### src/sv/sstok_pkg.sv
`timescale 1ns / 1ps
// ----------------------------------------------------------------------------
// sstok_pkg: shared types and constants of the script source tokenizer
// Token kinds, lexer states, character classes and the keyword table.
// ----------------------------------------------------------------------------
package sstok_pkg;

  // Token kinds
  localparam logic [5:0] K_EOF    = 6'd0;
  localparam logic [5:0] K_PROG   = 6'd1;
  localparam logic [5:0] K_VALUE  = 6'd2;
  localparam logic [5:0] K_OR3    = 6'd3;
  localparam logic [5:0] K_AND3   = 6'd4;
  localparam logic [5:0] K_SUB3   = 6'd5;
  localparam logic [5:0] K_COMB3  = 6'd6;
  localparam logic [5:0] K_XLATE  = 6'd7;
  localparam logic [5:0] K_SCALE  = 6'd8;
  localparam logic [5:0] K_OR2    = 6'd9;
  localparam logic [5:0] K_AND2   = 6'd10;
  localparam logic [5:0] K_EQ     = 6'd11;
  localparam logic [5:0] K_NE     = 6'd12;
  localparam logic [5:0] K_LE     = 6'd13;
  localparam logic [5:0] K_GE     = 6'd14;
  localparam logic [5:0] K_MIRROR = 6'd15;
  localparam logic [5:0] K_LPAREN = 6'd16;
  localparam logic [5:0] K_RPAREN = 6'd17;
  localparam logic [5:0] K_LBRACE = 6'd18;
  localparam logic [5:0] K_RBRACE = 6'd19;
  localparam logic [5:0] K_LBRACK = 6'd20;
  localparam logic [5:0] K_RBRACK = 6'd21;
  localparam logic [5:0] K_COMMA  = 6'd22;
  localparam logic [5:0] K_SEMI   = 6'd23;
  localparam logic [5:0] K_COLON  = 6'd24;
  localparam logic [5:0] K_DOT    = 6'd25;
  localparam logic [5:0] K_ASSIGN = 6'd26;
  localparam logic [5:0] K_LT     = 6'd27;
  localparam logic [5:0] K_GT     = 6'd28;
  localparam logic [5:0] K_PLUS   = 6'd29;
  localparam logic [5:0] K_MINUS  = 6'd30;
  localparam logic [5:0] K_STAR   = 6'd31;
  localparam logic [5:0] K_SLASH  = 6'd32;
  localparam logic [5:0] K_BSLASH = 6'd33;
  localparam logic [5:0] K_AT     = 6'd34;
  localparam logic [5:0] K_BANG   = 6'd35;
  localparam logic [5:0] K_STRING = 6'd36;
  localparam logic [5:0] K_INT    = 6'd37;
  localparam logic [5:0] K_FLOAT  = 6'd38;
  localparam logic [5:0] K_KW0    = 6'd39;
  localparam logic [5:0] K_IDENT  = 6'd50;
  localparam logic [5:0] K_ERROR  = 6'd51;

  localparam logic [62:0] INT_MAX = {63{1'b1}};
  localparam int          NUM_KW  = 11;

  // Keyword text packed big-endian into a 64-bit window, and lengths
  localparam logic [63:0] KW_WIN [NUM_KW] = '{
    64'h766172, 64'h6966, 64'h656c7365, 64'h7768696c65, 64'h666f72,
    64'h72657475726e, 64'h627265616b, 64'h636f6e74696e7565, 64'h65786974,
    64'h6173796e63, 64'h73796e63
  };
  localparam logic [15:0] KW_LEN [NUM_KW] = '{
    16'd3, 16'd2, 16'd4, 16'd5, 16'd3, 16'd6, 16'd5, 16'd8, 16'd4, 16'd5, 16'd4
  };

  // Lexer states, one-hot
  typedef enum logic [30:0] {
    S_START   = 31'h00000001,
    S_LINECMT = 31'h00000002,
    S_SLASH   = 31'h00000004,
    S_HASH    = 31'h00000008,
    S_BAR1    = 31'h00000010,
    S_BAR2    = 31'h00000020,
    S_AMP1    = 31'h00000040,
    S_AMP2    = 31'h00000080,
    S_MIN1    = 31'h00000100,
    S_MIN2    = 31'h00000200,
    S_PLUS1   = 31'h00000400,
    S_PLUS2   = 31'h00000800,
    S_GT1     = 31'h00001000,
    S_GT2     = 31'h00002000,
    S_STAR1   = 31'h00004000,
    S_STAR2   = 31'h00008000,
    S_EQ1     = 31'h00010000,
    S_BANG1   = 31'h00020000,
    S_LT1     = 31'h00040000,
    S_STR     = 31'h00080000,
    S_ESC     = 31'h00100000,
    S_INT     = 31'h00200000,
    S_FRAC    = 31'h00400000,
    S_IE      = 31'h00800000,
    S_IES     = 31'h01000000,
    S_FE      = 31'h02000000,
    S_FES     = 31'h04000000,
    S_EXP     = 31'h08000000,
    S_IDENT   = 31'h10000000,
    S_HALT    = 31'h20000000,
    S_FRESH   = 31'h40000000
  } lex_state_t;

  // Character class
  typedef struct packed {
    logic digit;
    logic alpha;
    logic blank;
  } cls_t;

  // Source word as handed from front to lexer
  typedef struct packed {
    logic [7:0] ch;
    logic       eos;
    cls_t       cls;
  } item_t;

  // Result word
  typedef struct packed {
    logic [5:0]  token_kind;
    logic [31:0] start_offset;
    logic [15:0] token_length;
    logic [31:0] line_number;
    logic [62:0] integer_value;
    logic [7:0]  bad_char;
    logic        last_of_run;
  } tok_t;

  function automatic cls_t classify(input logic [7:0] c);
    cls_t r;
    r.digit = (c >= 8'h30) && (c <= 8'h39);
    r.alpha = ((c >= 8'h61) && (c <= 8'h7a)) || ((c >= 8'h41) && (c <= 8'h5a))
              || (c == 8'h5f);
    r.blank = (c == 8'h20) || (c == 8'h09) || (c == 8'h0d);
    return r;
  endfunction

  // Keyword or identifier, from the first eight bytes and the length
  function automatic logic [5:0] kw_kind(input logic [63:0] win, input logic [15:0] len);
    logic [5:0] k;
    k = K_IDENT;
    if (len <= 16'd8) begin
      for (int i = NUM_KW - 1; i >= 0; i--) begin
        if (win == KW_WIN[i] && len == KW_LEN[i]) k = 6'(int'(K_KW0) + i);
      end
    end
    return k;
  endfunction

endpackage

### src/sv/sstok_if.sv
`timescale 1ns / 1ps
// ----------------------------------------------------------------------------
// sstok_in_if / sstok_out_if: valid-ready channels of the tokenizer
// Source bytes in, tokens out.
// ----------------------------------------------------------------------------
interface sstok_in_if;
  logic       valid;
  logic       ready;
  logic [7:0] char_byte;
  logic       end_of_source;

  modport source (output valid, char_byte, end_of_source, input ready);
  modport sink   (input valid, char_byte, end_of_source, output ready);
endinterface

interface sstok_out_if;
  logic        valid;
  logic        ready;
  logic [5:0]  token_kind;
  logic [31:0] start_offset;
  logic [15:0] token_length;
  logic [31:0] line_number;
  logic [62:0] integer_value;
  logic [7:0]  bad_char;
  logic        last_of_run;

  modport source (output valid, token_kind, start_offset, token_length, line_number,
                  integer_value, bad_char, last_of_run, input ready);
  modport sink   (input valid, token_kind, start_offset, token_length, line_number,
                  integer_value, bad_char, last_of_run, output ready);
endinterface

### src/sv/sstok_front.sv
`timescale 1ns / 1ps
// ----------------------------------------------------------------------------
// sstok_front: input stage of the tokenizer
// Accepts source words, tags each byte with its offset and class, and
// queues them for the lexer in a two-entry queue.
// ----------------------------------------------------------------------------
module sstok_front #(
  parameter int OFFSET_BITS = 32
) (
  input  logic                   clk,
  input  logic                   rst,
  sstok_in_if.sink               chars,
  output logic                   item_valid,
  output sstok_pkg::item_t       item,
  output logic [OFFSET_BITS-1:0] item_off,
  input  logic                   item_pop
);

  localparam int DEPTH = 2;

  sstok_pkg::item_t       mem   [DEPTH];
  logic [OFFSET_BITS-1:0] offm  [DEPTH];
  logic [1:0]             cnt;
  logic                   wp;
  logic                   rp;
  logic [OFFSET_BITS-1:0] byte_cnt;
  logic                   accept;

  assign chars.ready = (cnt != 2'(DEPTH));
  assign accept      = chars.valid && chars.ready;
  assign item_valid  = (cnt != 2'd0);
  assign item        = mem[rp];
  assign item_off    = offm[rp];

  // pointers, fill count and running byte offset
  always_ff @(posedge clk) begin
    if (rst) begin
      cnt      <= 2'd0;
      wp       <= 1'b0;
      rp       <= 1'b0;
      byte_cnt <= '0;
    end else begin
      if (accept) begin
        wp <= ~wp;
        // end of source restarts offsets for the next source
        if (chars.end_of_source) byte_cnt <= '0;
        else                     byte_cnt <= byte_cnt + OFFSET_BITS'(1);
      end
      if (item_pop) rp <= ~rp;
      unique case ({accept, item_pop})
        2'b10:   cnt <= cnt + 2'd1;
        2'b01:   cnt <= cnt - 2'd1;
        default: cnt <= cnt;
      endcase
    end
  end

  // queue storage
  always_ff @(posedge clk) begin
    if (accept) begin
      mem[wp].ch  <= chars.char_byte;
      mem[wp].eos <= chars.end_of_source;
      mem[wp].cls <= sstok_pkg::classify(chars.char_byte);
      offm[wp]    <= byte_cnt;
    end
  end

endmodule

### src/sv/sstok_lexer.sv
`timescale 1ns / 1ps
// ----------------------------------------------------------------------------
// sstok_lexer: token state machine of the tokenizer
// Steps one byte a cycle while the result queue is not full, from its
// re-scan buffer first, then from the front queue. Holds the newest token
// until it knows whether it closes the run of its source word.
// ----------------------------------------------------------------------------
module sstok_lexer #(
  parameter int OFFSET_BITS = 32,
  parameter int LINE_BITS   = 32
) (
  input  logic                   clk,
  input  logic                   rst,
  input  logic                   source_mode,
  input  logic                   item_valid,
  input  sstok_pkg::item_t       item,
  input  logic [OFFSET_BITS-1:0] item_off,
  output logic                   item_pop,
  input  logic                   out_full,
  output logic                   out_wr,
  output sstok_pkg::tok_t        out_tok
);

  typedef struct packed {
    logic [7:0]             ch;
    logic                   eos;
    logic [OFFSET_BITS-1:0] off;
  } pbe_t;

  function automatic logic [15:0] sat_add(input logic [15:0] a, input logic [1:0] k);
    logic [16:0] s;
    s = {1'b0, a} + 17'(k);
    return s[16] ? 16'hFFFF : s[15:0];
  endfunction

  sstok_pkg::lex_state_t state, state_next;
  logic [LINE_BITS-1:0]   line_cnt, line_next;
  logic [OFFSET_BITS-1:0] tok_off, tstart_next;
  logic [LINE_BITS-1:0]   tok_line, tline_next;
  logic [62:0]            acc, acc_next;
  logic [63:0]            kwin, kwin_next;
  logic [15:0]            ilen, ilen_next;
  logic [7:0]             pend1, pend1_next, pend2, pend2_next;

  pbe_t       pb [4];
  pbe_t       rest [4];
  pbe_t       pbn [4];
  pbe_t       psh [3];
  logic [2:0] pb_cnt, rest_cnt, new_cnt;
  logic [1:0] push_n;

  sstok_pkg::tok_t hold_tok;
  logic            hold_vld;
  logic            hold_done;

  // selected byte for this step
  logic                   from_pb, go, fresh_step, step_char, done_now, tok_new;
  logic [7:0]             c;
  logic                   e;
  logic [OFFSET_BITS-1:0] off, off_m1, off_m2;
  sstok_pkg::cls_t        cls;
  pbe_t                   cur;

  // emission
  logic                   em;
  logic [5:0]             em_kind;
  logic [OFFSET_BITS-1:0] em_start;
  logic [47:0]            em_start_w;
  logic [15:0]            em_len;
  logic [LINE_BITS-1:0]   em_line;
  logic [62:0]            em_ival;
  logic [7:0]             em_bad;
  sstok_pkg::tok_t        new_tok;

  logic [15:0] g1, g2, g3;
  logic [66:0] acc_mul;
  logic [62:0] acc_sat;
  logic [LINE_BITS-1:0] line_inc;

  assign from_pb    = (pb_cnt != 3'd0);
  assign go         = !out_full && (from_pb || item_valid);
  assign fresh_step = (state == sstok_pkg::S_FRESH);
  assign step_char  = go && !fresh_step;
  assign item_pop   = step_char && !from_pb;

  assign c      = from_pb ? pb[0].ch  : item.ch;
  assign e      = from_pb ? pb[0].eos : item.eos;
  assign off    = from_pb ? pb[0].off : item_off;
  assign cls    = from_pb ? sstok_pkg::classify(pb[0].ch) : item.cls;
  assign off_m1 = off - OFFSET_BITS'(1);
  assign off_m2 = off - OFFSET_BITS'(2);
  assign cur    = '{ch: c, eos: e, off: off};

  assign g1 = sat_add(ilen, 2'd1);
  assign g2 = sat_add(ilen, 2'd2);
  assign g3 = sat_add(ilen, 2'd3);

  // decimal accumulate, saturating
  assign acc_mul  = ({4'b0, acc} << 3) + ({4'b0, acc} << 1) + 67'(c[3:0]);
  assign acc_sat  = (acc_mul > 67'(sstok_pkg::INT_MAX)) ? sstok_pkg::INT_MAX
                                                         : acc_mul[62:0];
  assign line_inc = (&line_cnt) ? line_cnt : line_cnt + LINE_BITS'(1);

  // next state of one step
  always_comb begin
    state_next  = state;
    line_next   = line_cnt;
    tstart_next = tok_off;
    tline_next  = tok_line;
    acc_next    = acc;
    kwin_next   = kwin;
    ilen_next   = ilen;
    pend1_next  = pend1;
    pend2_next  = pend2;
    em          = 1'b0;
    em_kind     = sstok_pkg::K_EOF;
    em_start    = tok_off;
    em_len      = ilen;
    em_line     = tok_line;
    em_ival     = '0;
    em_bad      = '0;
    push_n      = 2'd0;
    psh[0]      = cur;
    psh[1]      = cur;
    psh[2]      = cur;

    if (fresh_step) begin
      // mode sentinel ahead of the first byte of a source
      em       = 1'b1;
      em_kind  = source_mode ? sstok_pkg::K_VALUE : sstok_pkg::K_PROG;
      em_start = '0;
      em_len   = 16'd0;
      em_line  = line_cnt;
      state_next = sstok_pkg::S_START;
    end else if (state == sstok_pkg::S_START || (state == sstok_pkg::S_HALT && e)) begin
      if (e) begin
        // end of source: EOF, then back to reset values
        em          = 1'b1;
        em_kind     = sstok_pkg::K_EOF;
        em_start    = off;
        em_len      = 16'd0;
        em_line     = line_cnt;
        state_next  = sstok_pkg::S_FRESH;
        line_next   = LINE_BITS'(1);
        tstart_next = '0;
        tline_next  = LINE_BITS'(1);
        acc_next    = '0;
        kwin_next   = '0;
        ilen_next   = '0;
      end else if (cls.blank) begin
        state_next = sstok_pkg::S_START;
      end else if (c == 8'h0a) begin
        line_next = line_inc;
      end else begin
        tstart_next = off;
        tline_next  = line_cnt;
        ilen_next   = 16'd1;
        state_next  = sstok_pkg::S_START;
        em_start    = off;
        em_len      = 16'd1;
        em_line     = line_cnt;
        unique case (c)
          "/":  state_next = sstok_pkg::S_SLASH;
          "#":  state_next = sstok_pkg::S_HASH;
          "|":  state_next = sstok_pkg::S_BAR1;
          "&":  state_next = sstok_pkg::S_AMP1;
          "-":  state_next = sstok_pkg::S_MIN1;
          "+":  state_next = sstok_pkg::S_PLUS1;
          ">":  state_next = sstok_pkg::S_GT1;
          "*":  state_next = sstok_pkg::S_STAR1;
          "=":  state_next = sstok_pkg::S_EQ1;
          "!":  state_next = sstok_pkg::S_BANG1;
          "<":  state_next = sstok_pkg::S_LT1;
          "\"": state_next = sstok_pkg::S_STR;
          "(":  begin em = 1'b1; em_kind = sstok_pkg::K_LPAREN; end
          ")":  begin em = 1'b1; em_kind = sstok_pkg::K_RPAREN; end
          "{":  begin em = 1'b1; em_kind = sstok_pkg::K_LBRACE; end
          "}":  begin em = 1'b1; em_kind = sstok_pkg::K_RBRACE; end
          "[":  begin em = 1'b1; em_kind = sstok_pkg::K_LBRACK; end
          "]":  begin em = 1'b1; em_kind = sstok_pkg::K_RBRACK; end
          ",":  begin em = 1'b1; em_kind = sstok_pkg::K_COMMA; end
          ";":  begin em = 1'b1; em_kind = sstok_pkg::K_SEMI; end
          ":":  begin em = 1'b1; em_kind = sstok_pkg::K_COLON; end
          ".":  begin em = 1'b1; em_kind = sstok_pkg::K_DOT; end
          "\\": begin em = 1'b1; em_kind = sstok_pkg::K_BSLASH; end
          "@":  begin em = 1'b1; em_kind = sstok_pkg::K_AT; end
          default: begin
            if (cls.digit) begin
              state_next = sstok_pkg::S_INT;
              acc_next   = 63'(c[3:0]);
            end else if (cls.alpha) begin
              state_next = sstok_pkg::S_IDENT;
              kwin_next  = 64'(c);
            end else begin
              // invalid character
              em         = 1'b1;
              em_kind    = sstok_pkg::K_ERROR;
              em_bad     = c;
              state_next = sstok_pkg::S_HALT;
            end
          end
        endcase
      end
    end else begin
      unique case (state)
        sstok_pkg::S_LINECMT: begin
          if (e || c == 8'h0a) begin
            state_next = sstok_pkg::S_START;
            push_n     = 2'd1;
          end
        end
        sstok_pkg::S_SLASH: begin
          if (!e && c == "/") state_next = sstok_pkg::S_LINECMT;
          else begin
            em = 1'b1; em_kind = sstok_pkg::K_SLASH;
            state_next = sstok_pkg::S_START; push_n = 2'd1;
          end
        end
        sstok_pkg::S_HASH: begin
          if (!e && c == "!") state_next = sstok_pkg::S_LINECMT;
          else begin
            em = 1'b1; em_kind = sstok_pkg::K_ERROR; em_len = 16'd1; em_bad = "#";
            state_next = sstok_pkg::S_HALT; push_n = 2'd1;
          end
        end
        sstok_pkg::S_BAR1: begin
          if (!e && c == "|") begin
            ilen_next = g1; state_next = sstok_pkg::S_BAR2;
          end else begin
            em = 1'b1; em_kind = sstok_pkg::K_ERROR; em_len = 16'd1; em_bad = "|";
            state_next = sstok_pkg::S_HALT; push_n = 2'd1;
          end
        end
        sstok_pkg::S_AMP1: begin
          if (!e && c == "&") begin
            ilen_next = g1; state_next = sstok_pkg::S_AMP2;
          end else begin
            em = 1'b1; em_kind = sstok_pkg::K_ERROR; em_len = 16'd1; em_bad = "&";
            state_next = sstok_pkg::S_HALT; push_n = 2'd1;
          end
        end
        sstok_pkg::S_BAR2: begin
          em = 1'b1; state_next = sstok_pkg::S_START;
          if (!e && c == "|") begin
            em_kind = sstok_pkg::K_OR3; em_len = g1; ilen_next = g1;
          end else begin
            em_kind = sstok_pkg::K_OR2; push_n = 2'd1;
          end
        end
        sstok_pkg::S_AMP2: begin
          em = 1'b1; state_next = sstok_pkg::S_START;
          if (!e && c == "&") begin
            em_kind = sstok_pkg::K_AND3; em_len = g1; ilen_next = g1;
          end else begin
            em_kind = sstok_pkg::K_AND2; push_n = 2'd1;
          end
        end
        sstok_pkg::S_MIN1: begin
          if (!e && c == "-") begin
            ilen_next = g1; state_next = sstok_pkg::S_MIN2;
          end else begin
            em = 1'b1; em_kind = sstok_pkg::K_MINUS;
            state_next = sstok_pkg::S_START; push_n = 2'd1;
          end
        end
        sstok_pkg::S_PLUS1: begin
          if (!e && c == "+") begin
            ilen_next = g1; state_next = sstok_pkg::S_PLUS2;
          end else begin
            em = 1'b1; em_kind = sstok_pkg::K_PLUS;
            state_next = sstok_pkg::S_START; push_n = 2'd1;
          end
        end
        sstok_pkg::S_STAR1: begin
          if (!e && c == "*") begin
            ilen_next = g1; state_next = sstok_pkg::S_STAR2;
          end else begin
            em = 1'b1; em_kind = sstok_pkg::K_STAR;
            state_next = sstok_pkg::S_START; push_n = 2'd1;
          end
        end
        // doubled operator: third byte makes the triple, else split the pair
        sstok_pkg::S_MIN2: begin
          em = 1'b1; state_next = sstok_pkg::S_START;
          if (!e && c == "-") begin
            em_kind = sstok_pkg::K_SUB3; em_len = g1; ilen_next = g1;
          end else begin
            em_kind = sstok_pkg::K_MINUS; em_len = 16'd1; ilen_next = 16'd1;
            push_n = 2'd2; psh[0] = '{ch: "-", eos: 1'b0, off: off_m1}; psh[1] = cur;
          end
        end
        sstok_pkg::S_PLUS2: begin
          em = 1'b1; state_next = sstok_pkg::S_START;
          if (!e && c == "+") begin
            em_kind = sstok_pkg::K_COMB3; em_len = g1; ilen_next = g1;
          end else begin
            em_kind = sstok_pkg::K_PLUS; em_len = 16'd1; ilen_next = 16'd1;
            push_n = 2'd2; psh[0] = '{ch: "+", eos: 1'b0, off: off_m1}; psh[1] = cur;
          end
        end
        sstok_pkg::S_STAR2: begin
          em = 1'b1; state_next = sstok_pkg::S_START;
          if (!e && c == "*") begin
            em_kind = sstok_pkg::K_SCALE; em_len = g1; ilen_next = g1;
          end else begin
            em_kind = sstok_pkg::K_STAR; em_len = 16'd1; ilen_next = 16'd1;
            push_n = 2'd2; psh[0] = '{ch: "*", eos: 1'b0, off: off_m1}; psh[1] = cur;
          end
        end
        sstok_pkg::S_GT1: begin
          if (!e && c == ">") begin
            ilen_next = g1; state_next = sstok_pkg::S_GT2;
          end else if (!e && c == "=") begin
            em = 1'b1; em_kind = sstok_pkg::K_GE; em_len = g1; ilen_next = g1;
            state_next = sstok_pkg::S_START;
          end else begin
            em = 1'b1; em_kind = sstok_pkg::K_GT;
            state_next = sstok_pkg::S_START; push_n = 2'd1;
          end
        end
        sstok_pkg::S_GT2: begin
          em = 1'b1; state_next = sstok_pkg::S_START;
          if (!e && c == ">") begin
            em_kind = sstok_pkg::K_XLATE; em_len = g1; ilen_next = g1;
          end else begin
            em_kind = sstok_pkg::K_GT; em_len = 16'd1; ilen_next = 16'd1;
            push_n = 2'd2; psh[0] = '{ch: ">", eos: 1'b0, off: off_m1}; psh[1] = cur;
          end
        end
        sstok_pkg::S_EQ1: begin
          em = 1'b1; state_next = sstok_pkg::S_START;
          if (!e && c == "=") begin
            em_kind = sstok_pkg::K_EQ; em_len = g1; ilen_next = g1;
          end else begin
            em_kind = sstok_pkg::K_ASSIGN; push_n = 2'd1;
          end
        end
        sstok_pkg::S_BANG1: begin
          em = 1'b1; state_next = sstok_pkg::S_START;
          if (!e && c == "=") begin
            em_kind = sstok_pkg::K_NE; em_len = g1; ilen_next = g1;
          end else begin
            em_kind = sstok_pkg::K_BANG; push_n = 2'd1;
          end
        end
        sstok_pkg::S_LT1: begin
          em = 1'b1; state_next = sstok_pkg::S_START;
          if (!e && c == "=") begin
            em_kind = sstok_pkg::K_LE; em_len = g1; ilen_next = g1;
          end else if (!e && c == ">") begin
            em_kind = sstok_pkg::K_MIRROR; em_len = g1; ilen_next = g1;
          end else begin
            em_kind = sstok_pkg::K_LT; push_n = 2'd1;
          end
        end
        // strings; an unterminated one closes at end of source
        sstok_pkg::S_STR: begin
          if (e) begin
            em = 1'b1; em_kind = sstok_pkg::K_STRING;
            state_next = sstok_pkg::S_START; push_n = 2'd1;
          end else begin
            ilen_next = g1;
            if (c == "\"") begin
              em = 1'b1; em_kind = sstok_pkg::K_STRING; em_len = g1;
              state_next = sstok_pkg::S_START;
            end else if (c == "\\") begin
              state_next = sstok_pkg::S_ESC;
            end
          end
        end
        sstok_pkg::S_ESC: begin
          if (e) begin
            em = 1'b1; em_kind = sstok_pkg::K_STRING;
            state_next = sstok_pkg::S_START; push_n = 2'd1;
          end else begin
            ilen_next = g1; state_next = sstok_pkg::S_STR;
          end
        end
        // numbers
        sstok_pkg::S_INT: begin
          if (!e && cls.digit) begin
            acc_next = acc_sat; ilen_next = g1;
          end else if (!e && c == ".") begin
            ilen_next = g1; state_next = sstok_pkg::S_FRAC;
          end else if (!e && (c == "e" || c == "E")) begin
            pend1_next = c; state_next = sstok_pkg::S_IE;
          end else begin
            em = 1'b1; em_kind = sstok_pkg::K_INT; em_ival = acc;
            state_next = sstok_pkg::S_START; push_n = 2'd1;
          end
        end
        sstok_pkg::S_FRAC: begin
          if (!e && cls.digit) begin
            ilen_next = g1;
          end else if (!e && (c == "e" || c == "E")) begin
            pend1_next = c; state_next = sstok_pkg::S_FE;
          end else begin
            em = 1'b1; em_kind = sstok_pkg::K_FLOAT;
            state_next = sstok_pkg::S_START; push_n = 2'd1;
          end
        end
        sstok_pkg::S_EXP: begin
          if (!e && cls.digit) ilen_next = g1;
          else begin
            em = 1'b1; em_kind = sstok_pkg::K_FLOAT;
            state_next = sstok_pkg::S_START; push_n = 2'd1;
          end
        end
        sstok_pkg::S_IE, sstok_pkg::S_FE: begin
          if (!e && cls.digit) begin
            ilen_next = g2; state_next = sstok_pkg::S_EXP;
          end else if (!e && (c == "+" || c == "-")) begin
            pend2_next = c;
            state_next = (state == sstok_pkg::S_FE) ? sstok_pkg::S_FES : sstok_pkg::S_IES;
          end else begin
            // exponent not taken: rescan the held letter
            em = 1'b1; state_next = sstok_pkg::S_START;
            if (state == sstok_pkg::S_FE) em_kind = sstok_pkg::K_FLOAT;
            else begin
              em_kind = sstok_pkg::K_INT; em_ival = acc;
            end
            push_n = 2'd2; psh[0] = '{ch: pend1, eos: 1'b0, off: off_m1}; psh[1] = cur;
          end
        end
        sstok_pkg::S_IES, sstok_pkg::S_FES: begin
          if (!e && cls.digit) begin
            ilen_next = g3; state_next = sstok_pkg::S_EXP;
          end else begin
            // exponent not taken: rescan letter and sign
            em = 1'b1; state_next = sstok_pkg::S_START;
            if (state == sstok_pkg::S_FES) em_kind = sstok_pkg::K_FLOAT;
            else begin
              em_kind = sstok_pkg::K_INT; em_ival = acc;
            end
            push_n = 2'd3;
            psh[0] = '{ch: pend1, eos: 1'b0, off: off_m2};
            psh[1] = '{ch: pend2, eos: 1'b0, off: off_m1};
            psh[2] = cur;
          end
        end
        sstok_pkg::S_IDENT: begin
          if (!e && (cls.alpha || cls.digit)) begin
            if (ilen < 16'd8) kwin_next = {kwin[55:0], c};
            ilen_next = g1;
          end else begin
            em = 1'b1; em_kind = sstok_pkg::kw_kind(kwin, ilen);
            state_next = sstok_pkg::S_START; push_n = 2'd1;
          end
        end
        default: state_next = state;
      endcase
    end
  end

  // re-scan buffer: pushed bytes go ahead of what is left
  always_comb begin
    if (step_char && from_pb) begin
      rest[0]  = pb[1];
      rest[1]  = pb[2];
      rest[2]  = pb[3];
      rest[3]  = pb[3];
      rest_cnt = pb_cnt - 3'd1;
    end else begin
      rest     = pb;
      rest_cnt = pb_cnt;
    end
    new_cnt = rest_cnt + 3'(push_n);
    unique case (push_n)
      2'd0: pbn = rest;
      2'd1: pbn = '{psh[0], rest[0], rest[1], rest[2]};
      2'd2: pbn = '{psh[0], psh[1], rest[0], rest[1]};
      2'd3: pbn = '{psh[0], psh[1], psh[2], rest[0]};
      default: pbn = rest;
    endcase
  end

  // token built from the step
  assign em_start_w = 48'(em_start);
  always_comb begin
    new_tok.token_kind    = em_kind;
    new_tok.start_offset  = em_start_w[31:0];
    new_tok.token_length  = em_len;
    new_tok.line_number   = 32'(em_line);
    new_tok.integer_value = em_ival;
    new_tok.bad_char      = em_bad;
    new_tok.last_of_run   = 1'b0;
  end

  // hold stage: release a token once the next one or the end of its word shows
  assign tok_new  = go && em;
  assign done_now = step_char && (new_cnt == 3'd0);
  assign out_wr   = !out_full && hold_vld && (tok_new || hold_done || done_now);
  always_comb begin
    out_tok             = hold_tok;
    out_tok.last_of_run = hold_done || (done_now && !tok_new);
  end

  // control registers
  always_ff @(posedge clk) begin
    if (rst) begin
      state     <= sstok_pkg::S_FRESH;
      line_cnt  <= LINE_BITS'(1);
      tok_off   <= '0;
      tok_line  <= LINE_BITS'(1);
      acc       <= '0;
      kwin      <= '0;
      ilen      <= '0;
      pb_cnt    <= 3'd0;
      hold_vld  <= 1'b0;
      hold_done <= 1'b0;
    end else begin
      if (go) begin
        state     <= state_next;
        line_cnt  <= line_next;
        tok_off   <= tstart_next;
        tok_line  <= tline_next;
        acc       <= acc_next;
        kwin      <= kwin_next;
        ilen      <= ilen_next;
        if (step_char) pb_cnt <= new_cnt;
      end
      if (tok_new) begin
        hold_vld  <= 1'b1;
        hold_done <= done_now;
      end else if (out_wr) begin
        hold_vld  <= 1'b0;
        hold_done <= 1'b0;
      end
    end
  end

  // payload registers
  always_ff @(posedge clk) begin
    if (go) begin
      pend1 <= pend1_next;
      pend2 <= pend2_next;
      if (step_char) pb <= pbn;
    end
    if (tok_new) hold_tok <= new_tok;
  end

endmodule

### src/sv/sstok_outq.sv
`timescale 1ns / 1ps
// ----------------------------------------------------------------------------
// sstok_outq: result queue of the tokenizer
// Four-entry queue that drives the token channel and absorbs stalls.
// ----------------------------------------------------------------------------
module sstok_outq (
  input  logic            clk,
  input  logic            rst,
  input  logic            wr,
  input  sstok_pkg::tok_t wr_tok,
  output logic            full,
  sstok_out_if.source     tokens
);

  localparam int DEPTH = 4;

  sstok_pkg::tok_t mem [DEPTH];
  logic [1:0]      wp;
  logic [1:0]      rp;
  logic [2:0]      cnt;
  logic            pop;
  sstok_pkg::tok_t head;

  assign full         = (cnt == 3'(DEPTH));
  assign pop          = tokens.valid && tokens.ready;
  assign head         = mem[rp];
  assign tokens.valid = (cnt != 3'd0);

  assign tokens.token_kind    = head.token_kind;
  assign tokens.start_offset  = head.start_offset;
  assign tokens.token_length  = head.token_length;
  assign tokens.line_number   = head.line_number;
  assign tokens.integer_value = head.integer_value;
  assign tokens.bad_char      = head.bad_char;
  assign tokens.last_of_run   = head.last_of_run;

  // pointers and fill count
  always_ff @(posedge clk) begin
    if (rst) begin
      wp  <= 2'd0;
      rp  <= 2'd0;
      cnt <= 3'd0;
    end else begin
      if (wr)  wp <= wp + 2'd1;
      if (pop) rp <= rp + 2'd1;
      unique case ({wr, pop})
        2'b10:   cnt <= cnt + 3'd1;
        2'b01:   cnt <= cnt - 3'd1;
        default: cnt <= cnt;
      endcase
    end
  end

  // storage
  always_ff @(posedge clk) begin
    if (wr) mem[wp] <= wr_tok;
  end

endmodule

### src/sv/script_source_tokenizer_core.sv
`timescale 1ns / 1ps
// ----------------------------------------------------------------------------
// script_source_tokenizer_core: streaming tokenizer for a small script language
//
//   channel   dir  word                        handshake
//   chars     in   char_byte, end_of_source    valid / ready
//   tokens    out  token fields, last_of_run   valid / ready
//   cfg       in   source_mode                 cfg_wr_en strobe, no read-back
//
// The lexer takes one byte per cycle while the result queue is not full. A byte
// that ends a pending token is pushed to the re-scan buffer and scanned again, as
// are the bytes of a split operator pair and the letter and sign of a backed-off
// exponent; the mode sentinel takes a lexer step of its own at the start of each
// source. Reset (rst, synchronous) empties both queues and returns the
// lexer to the start of a source. A stalled token channel fills the result
// queue and then holds the lexer; the front queue keeps taking bytes until full.
// ----------------------------------------------------------------------------
module script_source_tokenizer_core #(
  parameter int OFFSET_BITS = 32,
  parameter int LINE_BITS   = 32
) (
  input  logic        clk,
  input  logic        rst,
  sstok_in_if.sink    chars,
  sstok_out_if.source tokens,
  input  logic        cfg_wr_en,
  input  logic        cfg_wr_data
);

  logic                   source_mode;
  logic                   item_valid;
  logic                   item_pop;
  sstok_pkg::item_t       item;
  logic [OFFSET_BITS-1:0] item_off;
  logic                   out_full;
  logic                   out_wr;
  sstok_pkg::tok_t        out_tok;

  // mode register
  always_ff @(posedge clk) begin
    if (rst)            source_mode <= 1'b0;
    else if (cfg_wr_en) source_mode <= cfg_wr_data;
  end

  sstok_front #(.OFFSET_BITS(OFFSET_BITS)) u_front (
    .clk        (clk),
    .rst        (rst),
    .chars      (chars),
    .item_valid (item_valid),
    .item       (item),
    .item_off   (item_off),
    .item_pop   (item_pop)
  );

  sstok_lexer #(.OFFSET_BITS(OFFSET_BITS), .LINE_BITS(LINE_BITS)) u_lexer (
    .clk         (clk),
    .rst         (rst),
    .source_mode (source_mode),
    .item_valid  (item_valid),
    .item        (item),
    .item_off    (item_off),
    .item_pop    (item_pop),
    .out_full    (out_full),
    .out_wr      (out_wr),
    .out_tok     (out_tok)
  );

  sstok_outq u_outq (
    .clk    (clk),
    .rst    (rst),
    .wr     (out_wr),
    .wr_tok (out_tok),
    .full   (out_full),
    .tokens (tokens)
  );

  // result queue is never written when full
  a_no_overflow: assert property (@(posedge clk) disable iff (rst)
    out_wr |-> !out_full)
    else $error("result queue written while full");

  // EOF always closes the run of its word
  a_eof_last: assert property (@(posedge clk) disable iff (rst)
    (tokens.valid && tokens.token_kind == sstok_pkg::K_EOF) |-> tokens.last_of_run)
    else $error("EOF token not marked last");

  // error tokens are one byte long
  a_err_len: assert property (@(posedge clk) disable iff (rst)
    (tokens.valid && tokens.token_kind == sstok_pkg::K_ERROR)
      |-> (tokens.token_length == 16'd1))
    else $error("error token with wrong length");

endmodule
### src/flat_wrapper.sv
// flat-port wrapper written by rule: the top's interface ports become plain ports
module script_source_tokenizer_core_flat 
#(
  parameter int OFFSET_BITS = 32,
  parameter int LINE_BITS   = 32
)
  (clk, rst, cfg_wr_en, cfg_wr_data, chars_valid, chars_char_byte, chars_end_of_source, chars_ready, tokens_valid, tokens_token_kind, tokens_start_offset, tokens_token_length, tokens_line_number, tokens_integer_value, tokens_bad_char, tokens_last_of_run, tokens_ready);
  sstok_in_if chars_i ();
  sstok_out_if tokens_i ();
  input  logic clk;
  input  logic rst;
  input  logic cfg_wr_en;
  input  logic cfg_wr_data;
  input wire logic [$bits(chars_i.valid)-1:0] chars_valid;
  input wire logic [$bits(chars_i.char_byte)-1:0] chars_char_byte;
  input wire logic [$bits(chars_i.end_of_source)-1:0] chars_end_of_source;
  output wire logic [$bits(chars_i.ready)-1:0] chars_ready;
  output wire logic [$bits(tokens_i.valid)-1:0] tokens_valid;
  output wire logic [$bits(tokens_i.token_kind)-1:0] tokens_token_kind;
  output wire logic [$bits(tokens_i.start_offset)-1:0] tokens_start_offset;
  output wire logic [$bits(tokens_i.token_length)-1:0] tokens_token_length;
  output wire logic [$bits(tokens_i.line_number)-1:0] tokens_line_number;
  output wire logic [$bits(tokens_i.integer_value)-1:0] tokens_integer_value;
  output wire logic [$bits(tokens_i.bad_char)-1:0] tokens_bad_char;
  output wire logic [$bits(tokens_i.last_of_run)-1:0] tokens_last_of_run;
  input wire logic [$bits(tokens_i.ready)-1:0] tokens_ready;
  assign chars_i.valid = chars_valid;
  assign chars_i.char_byte = chars_char_byte;
  assign chars_i.end_of_source = chars_end_of_source;
  assign chars_ready = chars_i.ready;
  assign tokens_valid = tokens_i.valid;
  assign tokens_token_kind = tokens_i.token_kind;
  assign tokens_start_offset = tokens_i.start_offset;
  assign tokens_token_length = tokens_i.token_length;
  assign tokens_line_number = tokens_i.line_number;
  assign tokens_integer_value = tokens_i.integer_value;
  assign tokens_bad_char = tokens_i.bad_char;
  assign tokens_last_of_run = tokens_i.last_of_run;
  assign tokens_i.ready = tokens_ready;
  script_source_tokenizer_core #(.OFFSET_BITS(OFFSET_BITS), .LINE_BITS(LINE_BITS)) u_core (.clk(clk), .rst(rst), .chars(chars_i), .tokens(tokens_i), .cfg_wr_en(cfg_wr_en), .cfg_wr_data(cfg_wr_data));
endmodule
### config.mk
export PLATFORM = sky130hd
export DESIGN_NAME = script_source_tokenizer_core_flat
export DESIGN_NICKNAME = d
export VERILOG_FILES = /design/src/sv/sstok_pkg.sv /design/src/sv/sstok_if.sv /design/src/sv/sstok_front.sv /design/src/sv/sstok_lexer.sv /design/src/sv/sstok_outq.sv /design/src/sv/script_source_tokenizer_core.sv /design/src/flat_wrapper.sv
export SDC_FILE = /design/constraint.sdc
export NUM_CORES = 2
export LEC_CHECK = 0
export BUFFER_PORTS_ARGS = -buffer_cell sky130_fd_sc_hd__buf_2
export CORE_MARGIN = 2
export CORE_UTILIZATION = 30
export CTS_BUF_LIST = sky130_fd_sc_hd__clkbuf_4
export CTS_CLUSTER_DIAMETER = 200
export DETAILED_ROUTE_END_ITERATION = 10
export HOLD_SLACK_MARGIN = 0.06
export SETUP_SLACK_MARGIN = 0.2
export SYNTH_ARGS = -nofsm -noshare
export SYNTH_HDL_FRONTEND = slang
export SYNTH_HIERARCHICAL = 1
export SYNTH_SLANG_ARGS = --single-unit
export TNS_END_PERCENT = 10
### constraint.sdc
create_clock -name clk -period 21.9 [get_ports clk]
set_input_delay 2.19 -clock clk [delete_from_list [all_inputs] [get_ports clk]]
set_output_delay 2.19 -clock clk [all_outputs]
set_load 0.005 [all_outputs]
==> summary.txt <==
Run status
  • Status: complete, no violations

Yosys
  • Synthesized netlist cell count: 6259
  • Netlist cell types: 119
  • Post-synthesis async set-or-reset flop share: 0
  • Primary FF master, synth: edfxtp_1
  • Cell area after synthesis: 0.0694 sq mm
  • Syn avg cell area: 11.1 sq um
  • Number of synthesized flops with an enable pin: 1057
  • Post-synthesis sequential area ratio: 0.551
  • #FFs+latches synth: 1379
  • Syn Nets: 6424
  • Yosys warning total: 6

Floorplan
  • Core area: 0.230 sq mm
  • I/O pins: 175
  • Die Height: 485 um
  • Chip Width: 485 um
  • Die footprint: 0.235 sq mm
  • FP Rows: 176
  • Initial Util: 0.302

Route
  • Routed wire length: 234 mm
  • DRT iter0 DRCs: 5806
  • Vias per cell: 5.51
  • ANT nets after route: 0
  • DRC violations left: 0
  • Drt first pass iters: 9
  • Avg WL per Cell: 23.8 um
  • Vias: 54300

Pwr
  • P_sw: 2390 uW
  • Sequential cell fraction of total power: 0.496
  • Peak VDD IR: 0.0000831 V
  • Internal: 5080 uW
  • Total power density per cell area: 95.7 mW/mm^2
  • Sw Share: 0.320
  • Clock share of power: 0.302
  • Comb pwr share: 0.201
  • Leakage: 0.0267 uW

Worst hold path
  • Min-Delay Path Class: reg -> reg

Layout
  • Final-layout fill cell count: 23100
  • Layout cell share with drive strength beyond 1: 0.189
  • Final non-filler cell total: 9849
  • Syn-to-layout area delta: 12.6%
  • Final net count: 6700

Timing
  • Worst-margin pin slew: 1340 ps
  • Tmin final: 9280 ps
  • F_max: 108 MHz
  • TNS Setup: 0 ps
  • Tcrit/Tclk final: 0.424
  • Final setup vio count: 0
  • Clock skew: 132 ps
  • Final hold vios: 0
  • RSZ-0062 raised after global routing: false
  • Relative slew slack: 0.105
  • Slew Viols, Final: 0

Clock tree
  • Clock latency on the worst-skew pair: 1410 ps
  • CTS resizes: 0
  • Register clock-pin slew on the reported worst setup and hold paths: 60 ps
  • CTS Sinks: 1379
  • Hold_buf cts: 0
  • CTS max path bufs: 4
  • Total CTS buffers: 373
  • TritonCTS clock tree: yes
  • Post-CTS setup buffer count: 0
  • H-tree levels: 5
  • Root Buffer: clkbuf_4

Placed design
  • GP Congestion: 0.957
  • Post-DP HPWL: 159 mm
  • Port buffer count: 174
  • Inst Count DP: 9185

Global route
  • Total grt overflow: 0
  • Largest net degree at the start of global routing: 144
  • Global-route wire length before repair: 346 mm
  • Initial antenna violation count: 9
  • Vias in the first global route: 52700
  • GRT Total Usage: 0.193

Worst setup path
  • Crit. End Element: register
  • Worst EP required: 22800 ps
  • Setup Crit Path Kind: reg -> reg
  • Critical path startpoint category: register
  • Crit-path max FO: 57
  • CP arrival: 10180 ps

Run
  • Max-cap violations: 0
==> path summary, 6_finish.rpt <==
path	slack (ps)	to	startpoint	cells past startpoint
max reg2reg	12620	u_core/u_outq/mem[0][118]	u_core/u_lexer/pb_cnt[0]	19
min	430	u_core/u_outq/mem[1][33]	u_core/u_lexer/out_tok[33]	0
min reg2reg	430	u_core/u_outq/mem[1][33]	u_core/u_lexer/out_tok[33]	0
max	12620	u_core/u_outq/mem[0][118]	u_core/u_lexer/pb_cnt[0]	19
==> flip-flops by register name, indices dropped and copies added (netlist names), 2 cells and up, named ones only <==
| name | count |
|---|---|
| u_core/u_front/mem | 24 |
| u_core/u_lexer/ilen | 16 |
| u_core/u_lexer/line_cnt | 32 |
| u_core/u_front/cnt | 2 |
| u_core/u_lexer/tok_line | 32 |
| u_core/u_lexer/kwin | 64 |
| u_core/u_outq/cnt | 3 |
| u_core/u_lexer/pend2 | 8 |
| u_core/u_outq/rp | 2 |
| u_core/u_front/byte_cnt | 32 |
| u_core/u_outq/wp | 2 |
| u_core/u_outq/mem | 632 |
| u_core/u_lexer/pend1 | 8 |
| u_core/u_front/offm | 64 |
| u_core/u_lexer/out_tok | 157 |
| u_core/u_lexer/acc | 63 |
| u_core/u_lexer/tok_off | 32 |
| u_core/u_lexer/pb | 164 |
| u_core/u_lexer/pb_cnt | 3 |
| u_core/u_lexer/state | 31 |
==> power groups by stage <==
stage               logic, uW  clock network, uW  registers, uW
detailed placement       1510                  0           3760
floorplan                 915                  0           3690
global route             1610               2460           3760
CTS                      1510               2330           3710
global placement         1500                  0           3730
finish                   1500               2260           3710
==> kinds of logic (layout without fill, tap and decap cells) <==
group / Yosys count / after routing / share of synthesized area
XOR/XNOR: 177 / 177 / 0.0224
adder cells (fa/ha/maj): 150 / 150 / 0.0275
buffers and inverters: 471 / 1022 / 0.0303
AO/OA/AOI/OAI: 1326 / 1326 / 0.123
multiplexers: 317 / 317 / 0.0768
flip-flops: 1379 / 1379 / 0.551
other: 0 / 13 / 0
AND/OR/NAND/NOR: 2439 / 2439 / 0.169
==> cells in the mapped netlist (17+ instances only) <==
master	instances	area share
mux2i_1	62	0.0089
xnor2_1	101	0.013
xor2_1	76	0.0096
ha_1	146	0.026
o2111ai_1	20	0.0025
a31oi_1	60	0.0054
nor3_1	143	0.010
o21a_1	20	0.0022
a222oi_1	32	0.0046
edfxtp_1	1057	0.46
and2_1	92	0.0083
and3_1	36	0.0032
nand2_1	869	0.047
a22oi_1	71	0.0077
dfxtp_1	322	0.093
nand2b_1	32	0.0029
o21bai_1	17	0.0018
o211ai_1	34	0.0037
inv_1	71	0.0038
o22ai_1	38	0.0034
buf_2	102	0.0074
nand4_1	97	0.0087
o21ai_0	272	0.020
nand3_1	266	0.019
nor4_1	63	0.0057
or3_1	53	0.0048
or2_2	18	0.0016
clkbuf_1	245	0.013
nor2_1	577	0.031
a221oi_1	70	0.0088
a211oi_1	31	0.0034
or4_1	31	0.0034
mux4_2	158	0.051
mux2_2	86	0.014
a21oi_1	440	0.032
buf_6	23	0.0037
a21o_1	31	0.0034
==> metal layers <==
layer / vias to the layer above / share of wire / GRT usage
met1: 26700 / 0.42 / 0.251
met5: - / 0.00029 / 0
met2: 2496 / 0.47 / 0.309
li1: 24500 / - / -
met4: 10 / 0.042 / 0.0867
met3: 528 / 0.074 / 0.0385
==> final cells by class <==
cell class / instances / area [sq um] / area share
Antenna cell: 13 / 32.5 / 0.000416
Sequential cell: 1379 / 38200 / 0.489
Tap cell: 3026 / 3790 / 0.0485
Multi-Input combinational cell: 4409 / 29300 / 0.376
Clock inverter: 87 / 400 / 0.00513
Clock buffer: 563 / 4230 / 0.0541
Timing Repair Buffer: 297 / 1850 / 0.0237
Inverter: 75 / 287 / 0.00367
==> critical path: stages, from the launching register on <==
cell	delay, ps
dfxtp_1	310
inv_1	120
ha_1	520
nor2b_4	420
buf_4	390
mux2_4	510
nor3_4	690
a21boi_0	390
nor4_2	700
nand2_2	80
buf_4	290
nor2_4	340
buf_4	490
inv_1	190
fa_1	520
xor2_1	230
a31oi_1	140
a21oi_1	550
and2_4	850
buf_4	780
==> placed cells by master, fill, tap and decap left out, types with 146 or more instances in the layout <==
cell type  count
mux4_2       158
ha_1         146
nand3_1      264
nand2_1      864
o21ai_0      270
clkbuf_4     563
a21oi_1      438
edfxtp_1    1057
nor2_1       565
dfxtp_1      319
buf_2        173
==> stage by stage <==
stage | instance area [sq um] | hold WS, ps | utilization | power, uW | setup WS [ps]
after global placement | 73400 | 443 | 0.319 | 5230 | 12970
final | 78100 | 433 | 0.340 | 7470 | 12620
after detailed placement | 73400 | 444 | 0.319 | 5270 | 12790
after CTS | 78100 | 418 | 0.340 | 7550 | 12690
after global routing | 78100 | 449 | 0.340 | 7820 | 12180
after floorplan | 69400 | 426 | - | 4610 | 5750
Power figures use the tool's default switching activity.
